### config.mk
export PLATFORM = sky130hd
export DESIGN_NAME = ihbd_fir
export DESIGN_NICKNAME = d
export VERILOG_FILES = /design/src/rtl/assert_macros.svh /design/src/rtl/ihbd_pkg.sv /design/src/rtl/ihbd_fir.sv
export SDC_FILE = /design/constraint.sdc
export NUM_CORES = 2
export LEC_CHECK = 0
export ABC_CLOCK_PERIOD_IN_PS = 17100
export BUFFER_PORTS_ARGS = -buffer_cell sky130_fd_sc_hd__buf_2
export CORE_MARGIN = 3
export CORE_UTILIZATION = 45
export CTS_BUF_LIST = sky130_fd_sc_hd__clkbuf_8
export DETAILED_ROUTE_END_ITERATION = 6
export PLACE_DENSITY = 0.74
export SLEW_MARGIN = 20
export SYNTH_ARGS = -nofsm -noshare
export SYNTH_HDL_FRONTEND = slang
export SYNTH_SLANG_ARGS = --single-unit
### constraint.sdc
create_clock -name clk -period 17.1 [get_ports clk]
set_input_delay 0.855 -clock clk [delete_from_list [all_inputs] [get_ports clk]]
set_output_delay 0.855 -clock clk [all_outputs]
set_load 0.05 [all_outputs]
### src/rtl/assert_macros.svh
// Assertion macros used by the top level of the half-band decimator.
`ifndef ASSERT_MACROS_SVH
`define ASSERT_MACROS_SVH

// Checks that a property holds at every rising clock edge outside reset.
`define ASSERT_ALWAYS(label, prop, msg) \
	label: assert property (@(posedge clk) disable iff (!arst_n) (prop)) \
		else $error(msg);

// Checks that the consequent holds in the cycle after the antecedent.
`define ASSERT_NEXT(label, ante, cons, msg) \
	label: assert property (@(posedge clk) disable iff (!arst_n) (ante) |=> (cons)) \
		else $error(msg);

`endif

### src/rtl/ihbd_pkg.sv
// Package with the types and constants of the half-band decimator.
`timescale 1ns / 1ps
package ihbd_pkg;

	localparam int SAMPLE_W = 16;
	localparam int SUM_W = SAMPLE_W + 1;
	localparam int ACC_W = 32;
	localparam int DELAY_DEPTH = 32;

	// The oldest tap sits at delay 29, so the cells hold delays 0 to 28 before a shift.
	localparam int TAP_CELLS = DELAY_DEPTH - 3;
	localparam int NEAR_TAP = 6;
	localparam int CENTER_TAP = 17;
	localparam int NUM_PAIRS = 6;

	localparam int CENTER_SHIFT = 14;
	localparam int OUT_SHIFT = 15;

	localparam logic signed [SAMPLE_W-1:0] SAMPLE_MAX = 16'sh7fff;
	localparam logic signed [SAMPLE_W-1:0] SAMPLE_MIN = -16'sh8000;

	localparam logic signed [SAMPLE_W-1:0] COEF [NUM_PAIRS] = '{
		-16'sd22, 16'sd125, -16'sd420, 16'sd1121, -16'sd2795, 16'sd10183
	};

	typedef logic signed [SAMPLE_W-1:0] sample_t;

	typedef struct packed {
		sample_t i;
		sample_t q;
	} iq_t;

endpackage

### src/rtl/ihbd_fir.sv
// Five-stage pipelined symmetric half-band filter for one channel.
`timescale 1ns / 1ps
module ihbd_fir (
	input  logic             clk,
	input  logic             en,
	input  ihbd_pkg::sample_t taps [ihbd_pkg::TAP_CELLS],
	output ihbd_pkg::sample_t y
);

	logic signed [ihbd_pkg::SUM_W-1:0] pre_s1 [ihbd_pkg::NUM_PAIRS];
	ihbd_pkg::sample_t                 center_s1;
	logic signed [ihbd_pkg::ACC_W-1:0] prod_s2 [ihbd_pkg::NUM_PAIRS];
	logic signed [ihbd_pkg::ACC_W-1:0] center_s2;
	logic signed [ihbd_pkg::ACC_W-1:0] sum01_s3, sum23_s3, sum45_s3, center_s3;
	logic signed [ihbd_pkg::ACC_W-1:0] lo_s4, hi_s4;
	ihbd_pkg::sample_t                 y_s5;
	logic signed [ihbd_pkg::ACC_W-1:0] total;
	logic signed [ihbd_pkg::ACC_W-ihbd_pkg::OUT_SHIFT-1:0] shifted;

	// Stage 1 folds the symmetric taps; stage 2 scales them by the coefficients.
	always_ff @(posedge clk) begin
		if (en) begin
			for (int k = 0; k < ihbd_pkg::NUM_PAIRS; k++) begin
				pre_s1[k] <= ihbd_pkg::SUM_W'(taps[ihbd_pkg::TAP_CELLS-1-2*k])
					+ ihbd_pkg::SUM_W'(taps[ihbd_pkg::NEAR_TAP+2*k]);
				prod_s2[k] <= ihbd_pkg::ACC_W'(pre_s1[k])
					* ihbd_pkg::ACC_W'(ihbd_pkg::COEF[k]);
			end
			center_s1 <= taps[ihbd_pkg::CENTER_TAP];
			center_s2 <= ihbd_pkg::ACC_W'(center_s1) <<< ihbd_pkg::CENTER_SHIFT;
			sum01_s3  <= prod_s2[0] + prod_s2[1];
			sum23_s3  <= prod_s2[2] + prod_s2[3];
			sum45_s3  <= prod_s2[4] + prod_s2[5];
			center_s3 <= center_s2;
			lo_s4     <= sum01_s3 + sum23_s3;
			hi_s4     <= sum45_s3 + center_s3;
			y_s5      <= (shifted[ihbd_pkg::ACC_W-ihbd_pkg::OUT_SHIFT-1]
				!= shifted[ihbd_pkg::SAMPLE_W-1])
				? (shifted[ihbd_pkg::ACC_W-ihbd_pkg::OUT_SHIFT-1]
					? ihbd_pkg::SAMPLE_MIN : ihbd_pkg::SAMPLE_MAX)
				: shifted[ihbd_pkg::SAMPLE_W-1:0];
		end
	end

	// Dropping the low bits of the sum is an arithmetic shift, rounding down.
	assign total   = lo_s4 + hi_s4;
	assign shifted = total[ihbd_pkg::ACC_W-1:ihbd_pkg::OUT_SHIFT];
	assign y       = y_s5;

endmodule

==> flow_results.xml <==
<?xml version="1.0" encoding="UTF-8"?>
<metrics>
  <group name="timing">
    <metric name="fin_setup_tns" unit="ps">0</metric>
    <metric name="post_route_minimum_period" unit="ps">6300</metric>
    <metric name="finalHoldViolCount" unit="">0</metric>
    <metric name="slew_headroom" unit="%">28.0</metric>
    <metric name="maxSlewViolCount" unit="">0</metric>
    <metric name="timing.final.crit_share" unit="%">36.9</metric>
    <metric name="worst_slew_pin_slew" unit="ps">1080</metric>
    <metric name="unrepaired_setup_endpoints_after_global_routing" unit="">false</metric>
    <metric name="max_freq" unit="MHz">159</metric>
    <metric name="maximum_clock_skew_at_final_layout" unit="ps">34.1</metric>
    <metric name="final_report_setup_violation_count" unit="">0</metric>
  </group>
  <group name="detailed_routing">
    <metric name="detail_route.iter0.violations" unit="">1575</metric>
    <metric name="routed.top_layer" unit="">met4</metric>
    <metric name="drt_pass1_iterations" unit="">5</metric>
    <metric name="wirelength" unit="µm">89500</metric>
    <metric name="met1_wl" unit="µm">39800</metric>
    <metric name="met3WireLength" unit="µm">3710</metric>
    <metric name="met2_wirelength" unit="µm">43100</metric>
    <metric name="route.vias.total" unit="">30000</metric>
    <metric name="antenna_left" unit="">0</metric>
    <metric name="viasPerCell" unit="">5.20</metric>
    <metric name="remaining_drc_errors" unit="">0</metric>
    <metric name="routedWlPerCell" unit="µm">15.5</metric>
  </group>
  <group name="place">
    <metric name="port-buffer-count" unit="">225</metric>
    <metric name="gpl.final_weighted_congestion" unit="">0.901</metric>
    <metric name="post-place-cells" unit="">5614</metric>
    <metric name="detailed_place_hpwl" unit="µm">72000</metric>
  </group>
  <group name="worst_setup_path">
    <metric name="rr_worst_depth" unit="">17</metric>
    <metric name="path_max_fanout" unit="">6</metric>
    <metric name="worst_r2r_startpoint" unit="">pre_s1[4][5]</metric>
    <metric name="setup.worst_path.end_class" unit="">flop</metric>
    <metric name="critPathMostFrequentCell" unit="">fa_1</metric>
    <metric name="longest_individual_stage_delay_on_the_worst_path" unit="ps">530</metric>
    <metric name="worst_r2r_endpoint" unit="">prod_s2[4][30]</metric>
    <metric name="cp_cell_sequence" unit="">ha_1 &gt; fa_1 &gt; fa_1 &gt; inv_1 &gt; fa_1 &gt; inv_1 &gt; fa_1 &gt; ha_1 &gt; ha_1 &gt; a21oi_1 &gt; a21oi_1 &gt; o21ai_0 &gt; nor3b_1 &gt; o21ai_0 &gt; a211oi_1 &gt; a21oi_1 &gt; xnor2_1</metric>
    <metric name="cp.required" unit="ps">17490</metric>
    <metric name="timing.reg2reg.setup_slack" unit="ps">10800</metric>
    <metric name="critical_path.slowest_cell" unit="">fa_1</metric>
    <metric name="critical_path_arrival" unit="ps">6690</metric>
    <metric name="crit_path_start_kind" unit="">flop</metric>
    <metric name="crit_type" unit="">reg -&gt; reg</metric>
  </group>
  <group name="grt">
    <metric name="grtUsageTotal" unit="%">17.7</metric>
    <metric name="grt-ovfl-total" unit="">0</metric>
    <metric name="antenna_found_initial" unit="">1</metric>
    <metric name="grt_max_degree" unit="">173</metric>
    <metric name="grt_first_pass_wirelength" unit="µm">150000</metric>
    <metric name="via_count_of_the_first_global_routing_pass" unit="">30700</metric>
  </group>
  <group name="logic_synthesis">
    <metric name="synth.net_count" unit="">5635</metric>
    <metric name="number_of_flops_mapped_to_enable_cells_by_yosys" unit="">489</metric>
    <metric name="netlist_instances" unit="">4115</metric>
    <metric name="synth-seq-area-share" unit="%">32.7</metric>
    <metric name="synthMostInstantiatedCell" unit="">ha_1</metric>
    <metric name="yosys_most_used_dff" unit="">edfxtp_1</metric>
    <metric name="yosys-top-cells-area" unit="">edfxtp_1 33%, ha_1 21%, fa_1 14%</metric>
    <metric name="netlist_area_before_placement" unit="µm²">44900</metric>
    <metric name="synth.distinct_cells" unit="">75</metric>
    <metric name="synth_area_leader_cell" unit="">edfxtp_1</metric>
    <metric name="synth.cells.most_frequent" unit="">736 x ha_1, 627 x inv_1, 489 x edfxtp_1</metric>
    <metric name="postSynth.asyncResetShare" unit="%">0</metric>
    <metric name="yosys_register_bits" unit="">489</metric>
    <metric name="yosys_warnings" unit="">0</metric>
    <metric name="netlist.area_leader.share" unit="%">32.7</metric>
    <metric name="syn-mean-instance-area" unit="µm²">10.9</metric>
  </group>
  <group name="clocking">
    <metric name="clock_tree_from_tritoncts" unit="">yes</metric>
    <metric name="post_cts_resize_count" unit="">0</metric>
    <metric name="cts.reportedPaths.clkPinSlew" unit="ps">80</metric>
    <metric name="clk_latency" unit="ps">690</metric>
    <metric name="clk_path_buf_depth" unit="">3</metric>
    <metric name="numClockSinks" unit="">489</metric>
    <metric name="post_cts_hold_buffer_count" unit="">0</metric>
    <metric name="cts_buffers" unit="">84</metric>
    <metric name="cts.root.buffer_cell" unit="">clkbuf_8</metric>
    <metric name="cts_setup_buffers" unit="">0</metric>
    <metric name="cts_htree_levels" unit="">3</metric>
  </group>
  <group name="die">
    <metric name="die_w" unit="µm">322</metric>
    <metric name="die_area" unit="µm²">104000</metric>
    <metric name="die_h" unit="µm">322</metric>
    <metric name="starting_density" unit="%">45.5</metric>
    <metric name="io_pins" unit="">482</metric>
    <metric name="placeable_core_region" unit="µm²">98600</metric>
    <metric name="placementRows" unit="">115</metric>
  </group>
  <group name="min_path">
    <metric name="hold_path_class" unit="">in -&gt; reg</metric>
    <metric name="worstHoldStart" unit="">taps[180]</metric>
    <metric name="min_delay_worst_endpoint" unit="">center_s1[4]</metric>
    <metric name="hold_path_stages" unit="">1</metric>
  </group>
  <group name="job">
    <metric name="max-cap-violations" unit="">0</metric>
  </group>
  <group name="layout">
    <metric name="stdcell_count" unit="">5770</metric>
    <metric name="fillers" unit="">8670</metric>
    <metric name="nNetsFinal" unit="">5933</metric>
    <metric name="final_core_occ" unit="%">50.0</metric>
    <metric name="drive_above_1_share" unit="%">8.72</metric>
    <metric name="layout-area-overhead-vs-synth" unit="%">9.74</metric>
  </group>
  <group name="status">
    <metric name="run_status" unit="">completed</metric>
  </group>
</metrics>
[flip-flops by register name, summed over array words and instances, names as in the netlist]
| name | count |
|---|---|
| pre_s1 | 102 |
| center_s2 | 16 |
| lo_s4 | 32 |
| hi_s4 | 32 |
| y | 16 |
| prod_s2 | 163 |
| sum01_s3 | 32 |
| sum45_s3 | 32 |
| sum23_s3 | 32 |
| center_s3 | 16 |
| center_s1 | 16 |
[cell usage in the layout (no fill, tap or decap), drive strengths merged, types with 31 or more instances in the layout]
| master | instances |
|---|---|
| o21a | 51 |
| xnor2 | 282 |
| and3 | 38 |
| nand2b | 39 |
| o21bai | 42 |
| a21o | 100 |
| ha | 736 |
| nor2 | 197 |
| nor3 | 77 |
| clkinv | 40 |
| fa | 318 |
| a21oi | 255 |
| o21ai | 151 |
| buf | 231 |
| a31oi | 31 |
| xor2 | 84 |
| nor2b | 44 |
| nand2 | 160 |
| edfxtp | 489 |
| nand3 | 83 |
| inv | 644 |
| clkbuf | 86 |
[how the worst max path moves through the flow]
stage                  start             end
6_report        pre_s1[4][5]  prod_s2[4][30]
5_1_grt         pre_s1[4][5]  prod_s2[4][30]
4_1_cts         pre_s1[4][5]  prod_s2[4][30]
3_5_place_dp    pre_s1[4][5]  prod_s2[4][30]
3_3_place_gp    pre_s1[4][5]  prod_s2[4][30]
2_1_floorplan  pre_s1[5][16]  prod_s2[5][31]
[layer usage]
layer / GRT usage, % / up-vias
met2: 30.6 / 559
met1: 22.8 / 14200
li1: - / 15100
met4: 5.90 / 0
met5: 0 / -
met3: 2.65 / 155
[metrics by stage]
step / setup slack [ps] / instance area [µm²] / hold slack (ps)
after CTS: 10800 / 49200 / 262
after global routing: 10330 / 49200 / 277
after global placement: 10940 / 47600 / 401
final: 10800 / 49200 / 337
after floorplan: 11260 / 44900 / 400
after detailed placement: 10860 / 47600 / 405
[logic make-up after synthesis]
group	after synthesis	share of synthesized area, %
buffers and inverters	646	5.42
adder cells (fa/ha/maj)	1054	34.7
AND/OR/NAND/NOR	716	7.62
flip-flops	489	32.7
XOR/XNOR	366	7.15
multiplexers	16	0.377
AO/OA/AOI/OAI	828	12.0
[layout make-up]
cell class / instances / area, µm² / share of cell area, %
clock inverters: 69 / 453 / 0.920
well taps: 1287 / 1610 / 3.27
flip-flops and latches: 489 / 14700 / 29.8
multi-input cells: 2980 / 27800 / 56.4
diodes: 1 / 2.50 / 0.00508
inverters: 627 / 2350 / 4.78
clock buffers: 86 / 1180 / 2.40
repair buffers: 231 / 1190 / 2.42
[worst max-delay path: cells and delay by family (launching register included)]
family                     cells  cell delay, ps
AOI/OAI and AO/OA              6            1340
xor gates and xnor gates       1             490
adders and majority gates      7            3060
buffers and inverters          2             120
DFF                            1             520
and+or+nand+nor                1             480
Power is not shown: default switching activity piles up to over one toggle a cycle in this logic, so the estimate is an artifact.
