===== src/rtl/assert_macros.svh =====
// Assertion macros used by the top level of the half-band decimator.
`ifndef ASSERT_MACROS_SVH
`define ASSERT_MACROS_SVH

// Checks that a property holds at every rising clock edge outside reset.
`define ASSERT_ALWAYS(label, prop, msg) \
	label: assert property (@(posedge clk) disable iff (!arst_n) (prop)) \
		else $error(msg);

// Checks that the consequent holds in the cycle after the antecedent.
`define ASSERT_NEXT(label, ante, cons, msg) \
	label: assert property (@(posedge clk) disable iff (!arst_n) (ante) |=> (cons)) \
		else $error(msg);

`endif


===== src/rtl/ihbd_pkg.sv =====
// Package with the types and constants of the half-band decimator.
`timescale 1ns / 1ps
package ihbd_pkg;

	localparam int SAMPLE_W = 16;
	localparam int SUM_W = SAMPLE_W + 1;
	localparam int ACC_W = 32;
	localparam int DELAY_DEPTH = 32;

	// The oldest tap sits at delay 29, so the cells hold delays 0 to 28 before a shift.
	localparam int TAP_CELLS = DELAY_DEPTH - 3;
	localparam int NEAR_TAP = 6;
	localparam int CENTER_TAP = 17;
	localparam int NUM_PAIRS = 6;

	localparam int CENTER_SHIFT = 14;
	localparam int OUT_SHIFT = 15;

	localparam logic signed [SAMPLE_W-1:0] SAMPLE_MAX = 16'sh7fff;
	localparam logic signed [SAMPLE_W-1:0] SAMPLE_MIN = -16'sh8000;

	localparam logic signed [SAMPLE_W-1:0] COEF [NUM_PAIRS] = '{
		-16'sd22, 16'sd125, -16'sd420, 16'sd1121, -16'sd2795, 16'sd10183
	};

	typedef logic signed [SAMPLE_W-1:0] sample_t;

	typedef struct packed {
		sample_t i;
		sample_t q;
	} iq_t;

endpackage


===== src/rtl/ihbd_cell.sv =====
// One delay cell of the sample chain: holds one I/Q pair and hands it on.
`timescale 1ns / 1ps
module ihbd_cell (
	input  logic         clk,
	input  logic         arst_n,
	input  logic         en,
	input  ihbd_pkg::iq_t d,
	output ihbd_pkg::iq_t q
);

	ihbd_pkg::iq_t data_q;

	// The delay line starts out as zeros, so early outputs see silence.
	always_ff @(posedge clk or negedge arst_n) begin
		if (!arst_n) begin
			data_q <= '0;
		end else if (en) begin
			data_q <= d;
		end
	end

	assign q = data_q;

endmodule


===== config.mk =====
export PLATFORM = sky130hd
export DESIGN_NAME = ihbd_cell
export DESIGN_NICKNAME = d
export VERILOG_FILES = /design/src/rtl/assert_macros.svh /design/src/rtl/ihbd_pkg.sv /design/src/rtl/ihbd_cell.sv
export SDC_FILE = /design/constraint.sdc
export NUM_CORES = 1
export LEC_CHECK = 0
export BUFFER_PORTS_ARGS = -buffer_cell sky130_fd_sc_hd__buf_4
export CAP_MARGIN = 15
export CORE_MARGIN = 4
export CORE_UTILIZATION = 45
export DETAILED_ROUTE_END_ITERATION = 6
export GPL_TIMING_DRIVEN = 0
export PLACE_DENSITY = 0.9
export SLEW_MARGIN = 20
export SYNTH_ARGS = -nofsm -noshare
export SYNTH_HDL_FRONTEND = slang
export SYNTH_SLANG_ARGS = --single-unit

===== constraint.sdc =====
create_clock -name clk -period 2.6 [get_ports clk]
set_clock_uncertainty 0.15 [all_clocks]
set_input_delay 0.52 -clock clk [delete_from_list [all_inputs] [get_ports clk]]
set_output_delay 0.52 -clock clk [all_outputs]
set_load 0.01 [all_outputs]

==> impl_metrics.json, run 1 <==
{
  "holdPathStages": 2,
  "wl_met3_um": 224,
  "place_congestion": 0.664,
  "synthTopCellsByCount": "32 x dfrtp_1, 30 x mux2_4, 3 x buf_12",
  "wl_per_cell_um": 16.2,
  "fin_crit_sh_pct": 59.7,
  "vdd_ir_drop_max_mv": 0.370,
  "drc": 0,
  "die_x_um": 62.7,
  "clk_latency_ns": 0.33,
  "synth_seq_area_share_pct": 59.5,
  "synth_cell_types": 5,
  "start_kind": "flip-flop",
  "slew_headroom_pct": 73.5,
  "cts.sinks": 32,
  "rsz0062_at_grt": "false",
  "outcome": "finished clean",
  "vias": 838,
  "dieArea_um2": 3930,
  "reg2regPathDepth": 1,
  "worstPathCellList": "buf_4",
  "ys.warnings.count": 0,
  "area_delta_synth_final_pct": 44.7,
  "tns_ns": 0,
  "clockBufferDepth": 2,
  "grt_pass1_vias": 953,
  "worstHoldStart": "d[29]",
  "syn-num-nets": 103,
  "start_util_pct": 47.9,
  "num_rows": 19,
  "num-fill-cells": 215,
  "worst-setup-path-type": "reg -> out",
  "grt_max_degree": 33,
  "crit_slowest_cell": "dfrtp_1",
  "routed.top_layer": "met4",
  "finalWirelength_mm": 2.79,
  "track_usage_pct": 15.6,
  "async_flop_share_pct": 100,
  "dr_wl_met2_mm": 1.40,
  "p_total_mw": 1.15,
  "nets": 176,
  "coreArea_um2": 2810,
  "largest_reg_flops": 32,
  "grt_pass1_wl_mm": 4.61,
  "holdBufCountCts": 1,
  "numCtsBuffers": 5,
  "reg2reg_slack_ns": 1.66,
  "hold_violations": 0,
  "synth-seq-cells": 32,
  "p_leak_nw": 1.02,
  "tightest_slew_ns": 0.398,
  "timing.final.ws_setup_ns": 1.05,
  "slowest_delay_ns": 0.41,
  "setup_viol": 0,
  "syn_area_um2": 1350,
  "n_antenna_cell": 0,
  "h-tree-depth": 2,
  "maxCapViolCount": 0,
  "yosysTopAreaCellShare_pct": 59.5,
  "startpoint": "q[18]$_DFFE_PN0P_",
  "antenna_found_initial": 0,
  "synth_top_flop_cell": "dfrtp_1",
  "cts_root_buffer": "clkbuf_4",
  "crit_family": "flip-flops",
  "slew_violations": 0,
  "drive_gt1_share_pct": 76.6,
  "powerDensity_nw_per_um2": 591,
  "synth_top_cell_by_area": "dfrtp_1",
  "cts.repair.resized": 0,
  "cts_setup_buffers": 0,
  "r2r_start": "q[18]$_DFFE_PN0P_",
  "synth_area_leaders": "dfrtp_1 60%, mux2_4 33%, buf_12 4.5%",
  "clk_pin_slew_ns": 0.10,
  "grt_remaining_overflow": 0,
  "drt-pass1-iter-count": 3,
  "fin_crit_ns": 1.55,
  "max_freq_mhz": 644,
  "viasPerCell": 4.87,
  "endpoint_kind": "primary output",
  "hold_class": "in -> reg",
  "synth_edf_count": 0,
  "critPathBufInv": 1,
  "num_io_pins": 67,
  "cp.arrival_ns": 0.88,
  "synth.most_common_cell": "dfrtp_1",
  "drtIter0Drc": 6,
  "postRouteAntennaNets": 0,
  "m1WireLength_mm": 1.11,
  "dieHeight_um": 62.7,
  "worstPathRequired_ns": 1.93,
  "cp_num_cells": 1,
  "cts_tree": "built",
  "syn-instance-count": 68,
  "cp_max_fo": 2,
  "place_ws_ns": 1.22,
  "io_buffers": 65,
  "synth_area_per_cell_um2": 19.8
}
## area by class of cell
type / count / area (um^2) / area share [%]
buffer: 4 / 71.3 / 3.66
sequential: 32 / 801 / 41.1
multi-input combinational: 32 / 473 / 24.3
tap: 31 / 38.8 / 1.99
clock buffer: 7 / 65.1 / 3.34
timing repair buffer: 66 / 498 / 25.6
## cell usage in the layout (no fill, tap or decap)
master          n
dlygate4sd3_1   1
buf_12          3
clkbuf_8        2
clkbuf_4        5
mux2_4         30
mux2_2          2
buf_4          65
buf_6           1
dfrtp_1        32
## final timing paths
| check | to |
|---|---|
| min in group asynchronous | q[5]$_DFFE_PN0P_ |
| min reg2reg | q[13]$_DFFE_PN0P_ |
| min | q[29]$_DFFE_PN0P_ |
| max | q[18] |
| max reg2reg | q[18]$_DFFE_PN0P_ |
| max in group asynchronous | q[16]$_DFFE_PN0P_ |
## metrics by stage
| step | hold slack [ns] | cell area, um^2 | instances | utilization [%] |
|---|---|---|---|---|
| finish | 0.264 | 1950 | 172 | 69.4 |
| global route | 0.241 | 1950 | 172 | 69.4 |
| CTS | 0.252 | 1950 | 172 | 69.4 |
| detailed placement | 0.328 | 1870 | 164 | 66.7 |
| global placement | 0.314 | 1870 | 164 | 66.7 |
| floorplan | 0.0744 | 1350 | 68 | - |
## power by group
| group | switching (mW) | internal [mW] |
|---|---|---|
| clock network | 0.158 | 0.153 |
| logic | 0.0894 | 0.173 |
| registers | 0.0291 | 0.547 |
## cells by family after synthesis
group | Yosys count | synth area share, %
flops | 32 | 59.5
mux | 32 | 35.2
buf+inv | 4 | 5.30
## routing by layer
metal  vias to the layer above  global-route usage, %
li1                        380                      -
met1                       408                   17.7
met2                        43                   25.2
met3                         7                   6.12
met4                         0                   8.26
met5                         -                      0
No activity file was read; power rests on OpenSTA's default activity.
==> inputs of run 2 (changes only) <==
--- a/config.mk
+++ b/config.mk
@@ -8,10 +8,10 @@
 export BUFFER_PORTS_ARGS = -buffer_cell sky130_fd_sc_hd__buf_4
 export CAP_MARGIN = 15
 export CORE_MARGIN = 4
-export CORE_UTILIZATION = 45
+export CORE_UTILIZATION = 44
 export DETAILED_ROUTE_END_ITERATION = 6
 export GPL_TIMING_DRIVEN = 0
-export PLACE_DENSITY = 0.9
+export PLACE_DENSITY = 0.88
 export SLEW_MARGIN = 20
 export SYNTH_ARGS = -nofsm -noshare
 export SYNTH_HDL_FRONTEND = slang
==> constraint.sdc (replaced) <==
create_clock -name clk -period 1.5 [get_ports clk]
set_clock_uncertainty 0.15 [all_clocks]
set_input_delay 0.3 -clock clk [delete_from_list [all_inputs] [get_ports clk]]
set_output_delay 0.3 -clock clk [all_outputs]
set_load 0.01 [all_outputs]
==> run 2 against run 1 <==
Net effect: critical path depth did not move; global-route usage decreased by 0.093 points; first-iteration DRC count grew to 4.7 times the previous value; hold slack worse by 0.22 ns; clock power is 110% higher; clock-buffer cell count down 1; combinational power grew 75%; die area grew 2.0%; sequential share of layout area is 0.24 points lower; highest routed layer unchanged; critical endpoint is now q[10]; register-to-register slack worse by 1.1 ns; final area increased by 0.58%.
==> impl_metrics.json, run 2 (synthesis results as in run 1) <==
{
  "num-fill-cells": 212,
  "slowest_delay_ns": 0.41,
  "vdd_ir_drop_max_mv": 0.624,
  "fin_crit_sh_pct": 89.5,
  "area_delta_synth_final_pct": 45.6,
  "drc": 0,
  "p_leak_nw": 1.02,
  "grt_max_degree": 33,
  "max_freq_mhz": 745,
  "dieHeight_um": 63.3,
  "worstPathCellList": "buf_4",
  "track_usage_pct": 15.5,
  "clockBufferDepth": 2,
  "nets": 176,
  "place_ws_ns": 0.342,
  "slew_violations": 0,
  "start_kind": "flip-flop",
  "rsz0062_at_grt": "false",
  "start_util_pct": 47.5,
  "n_antenna_cell": 0,
  "finalWirelength_mm": 2.86,
  "numCtsBuffers": 5,
  "dieArea_um2": 4010,
  "holdWs_ns": 0.0392,
  "seq_area_um2": 801,
  "coreArea_um2": 2830,
  "grt_pass1_vias": 939,
  "endpoint_kind": "primary output",
  "holdBufCountCts": 1,
  "worstPathRequired_ns": 1.05,
  "num_io_pins": 67,
  "powerDensity_nw_per_um2": 1070,
  "critPathBufInv": 1,
  "worst-setup-path-type": "reg -> out",
  "drt-pass1-iter-count": 3,
  "viasPerCell": 4.84,
  "vias": 837,
  "io_buffers": 65,
  "drive_gt1_share_pct": 76.1,
  "cts.repair.resized": 0,
  "num_rows": 19,
  "place_congestion": 0.666,
  "grt_pass1_wl_mm": 4.62,
  "die_x_um": 63.3,
  "timing.final.ws_setup_ns": 0.158,
  "slew_headroom_pct": 74.3,
  "crit_family": "flip-flops",
  "maxCapViolCount": 0,
  "pwr-share-seq_pct": 47.7,
  "clk_latency_ns": 0.33,
  "p_total_mw": 2.10,
  "cts_tree": "built",
  "intPower_mw": 1.60,
  "cp_max_fo": 2,
  "wl_per_cell_um": 16.5,
  "switching_power_uw": 499,
  "postRouteAntennaNets": 0,
  "setup_viol": 0,
  "clock_power_share_pct": 30.5,
  "cts_root_buffer": "clkbuf_4",
  "outcome": "finished clean",
  "fin_crit_ns": 1.34,
  "largest_reg_flops": 32,
  "multi_input_area_um2": 473,
  "hold_class": "in -> reg",
  "crit_slowest_cell": "dfrtp_1",
  "layout_common_cells": "65 x buf_4, 32 x dfrtp_1, 30 x mux2_4",
  "p_comb_share_pct": 21.9,
  "hold_violations": 0,
  "grt_remaining_overflow": 0,
  "cts.sinks": 32,
  "cp.arrival_ns": 0.89,
  "tns_ns": 0,
  "drtIter0Drc": 28,
  "antenna_found_initial": 0,
  "h-tree-depth": 2,
  "switching_share_pct": 23.8,
  "mostFrequentLayoutCell": "buf_4",
  "clk_pin_slew_ns": 0.10,
  "cts_setup_buffers": 0,
  "tightest_slew_ns": 0.386
}
## run 2: cell count changes in the layout (fill, tap and decap cells not counted)
cell	before	now
clkinv_2	0	1
bufinv_16	0	1
clkbuf_1	0	1
clkbuf_8	2	0
## run 2: area by class of cell
class / count / area share (%)
Multi-Input combinational cell: 32 / 24.2
Timing Repair Buffer: 66 / 25.4
Clock buffer: 6 / 2.11
Sequential cell: 32 / 40.9
Tap cell: 31 / 1.98
Clock inverter: 2 / 1.79
Buffer: 4 / 3.64
## run 2: path summary, 6_finish.rpt
path / startpoint / endpoint / slack, ns / cells past startpoint
hold / removal: d[9] / q[9]$_DFFE_PN0P_ / 0.04 / 2
max in group asynchronous: arst_n / q[11]$_DFFE_PN0P_ / 0.64 / 2
hold reg to reg: q[25]$_DFFE_PN0P_ / q[25]$_DFFE_PN0P_ / 0.37 / 1
setup / recovery: q[10]$_DFFE_PN0P_ / q[10] / 0.16 / 1
setup reg to reg: q[12]$_DFFE_PN0P_ / q[12]$_DFFE_PN0P_ / 0.56 / 1
min in group asynchronous: arst_n / q[10]$_DFFE_PN0P_ / 0.27 / 2
## run 2: power by group through the flow
| stage | registers [mW] | logic [mW] | clock network (mW) |
|---|---|---|---|
| floorplan | 1.05 | 0.177 | 0 |
| global placement | 1.01 | 0.453 | 0 |
| detailed placement | 1.02 | 0.463 | 0 |
| CTS | 1.00 | 0.467 | 0.663 |
| global route | 1.01 | 0.488 | 0.697 |
| finish | 1.00 | 0.459 | 0.639 |
## run 2: per-layer routing
metal  global-route usage, %  share of wire (%)  vias up
li1                        -                  -      382
met1                    16.0                 37      415
met2                    27.1                 53       34
met3                    6.39                8.5        6
met4                    7.28                2.0        0
met5                       0                  0        -
## run 2: stage by stage
| stage | instances | utilization (%) | area [um^2] |
|---|---|---|---|
| CTS | 173 | 69.2 | 1960 |
| detailed placement | 164 | 66.2 | 1870 |
| floorplan | 68 | - | 1350 |
| global placement | 164 | 66.2 | 1870 |
| finish | 173 | 69.2 | 1960 |
| global route | 173 | 69.2 | 1960 |
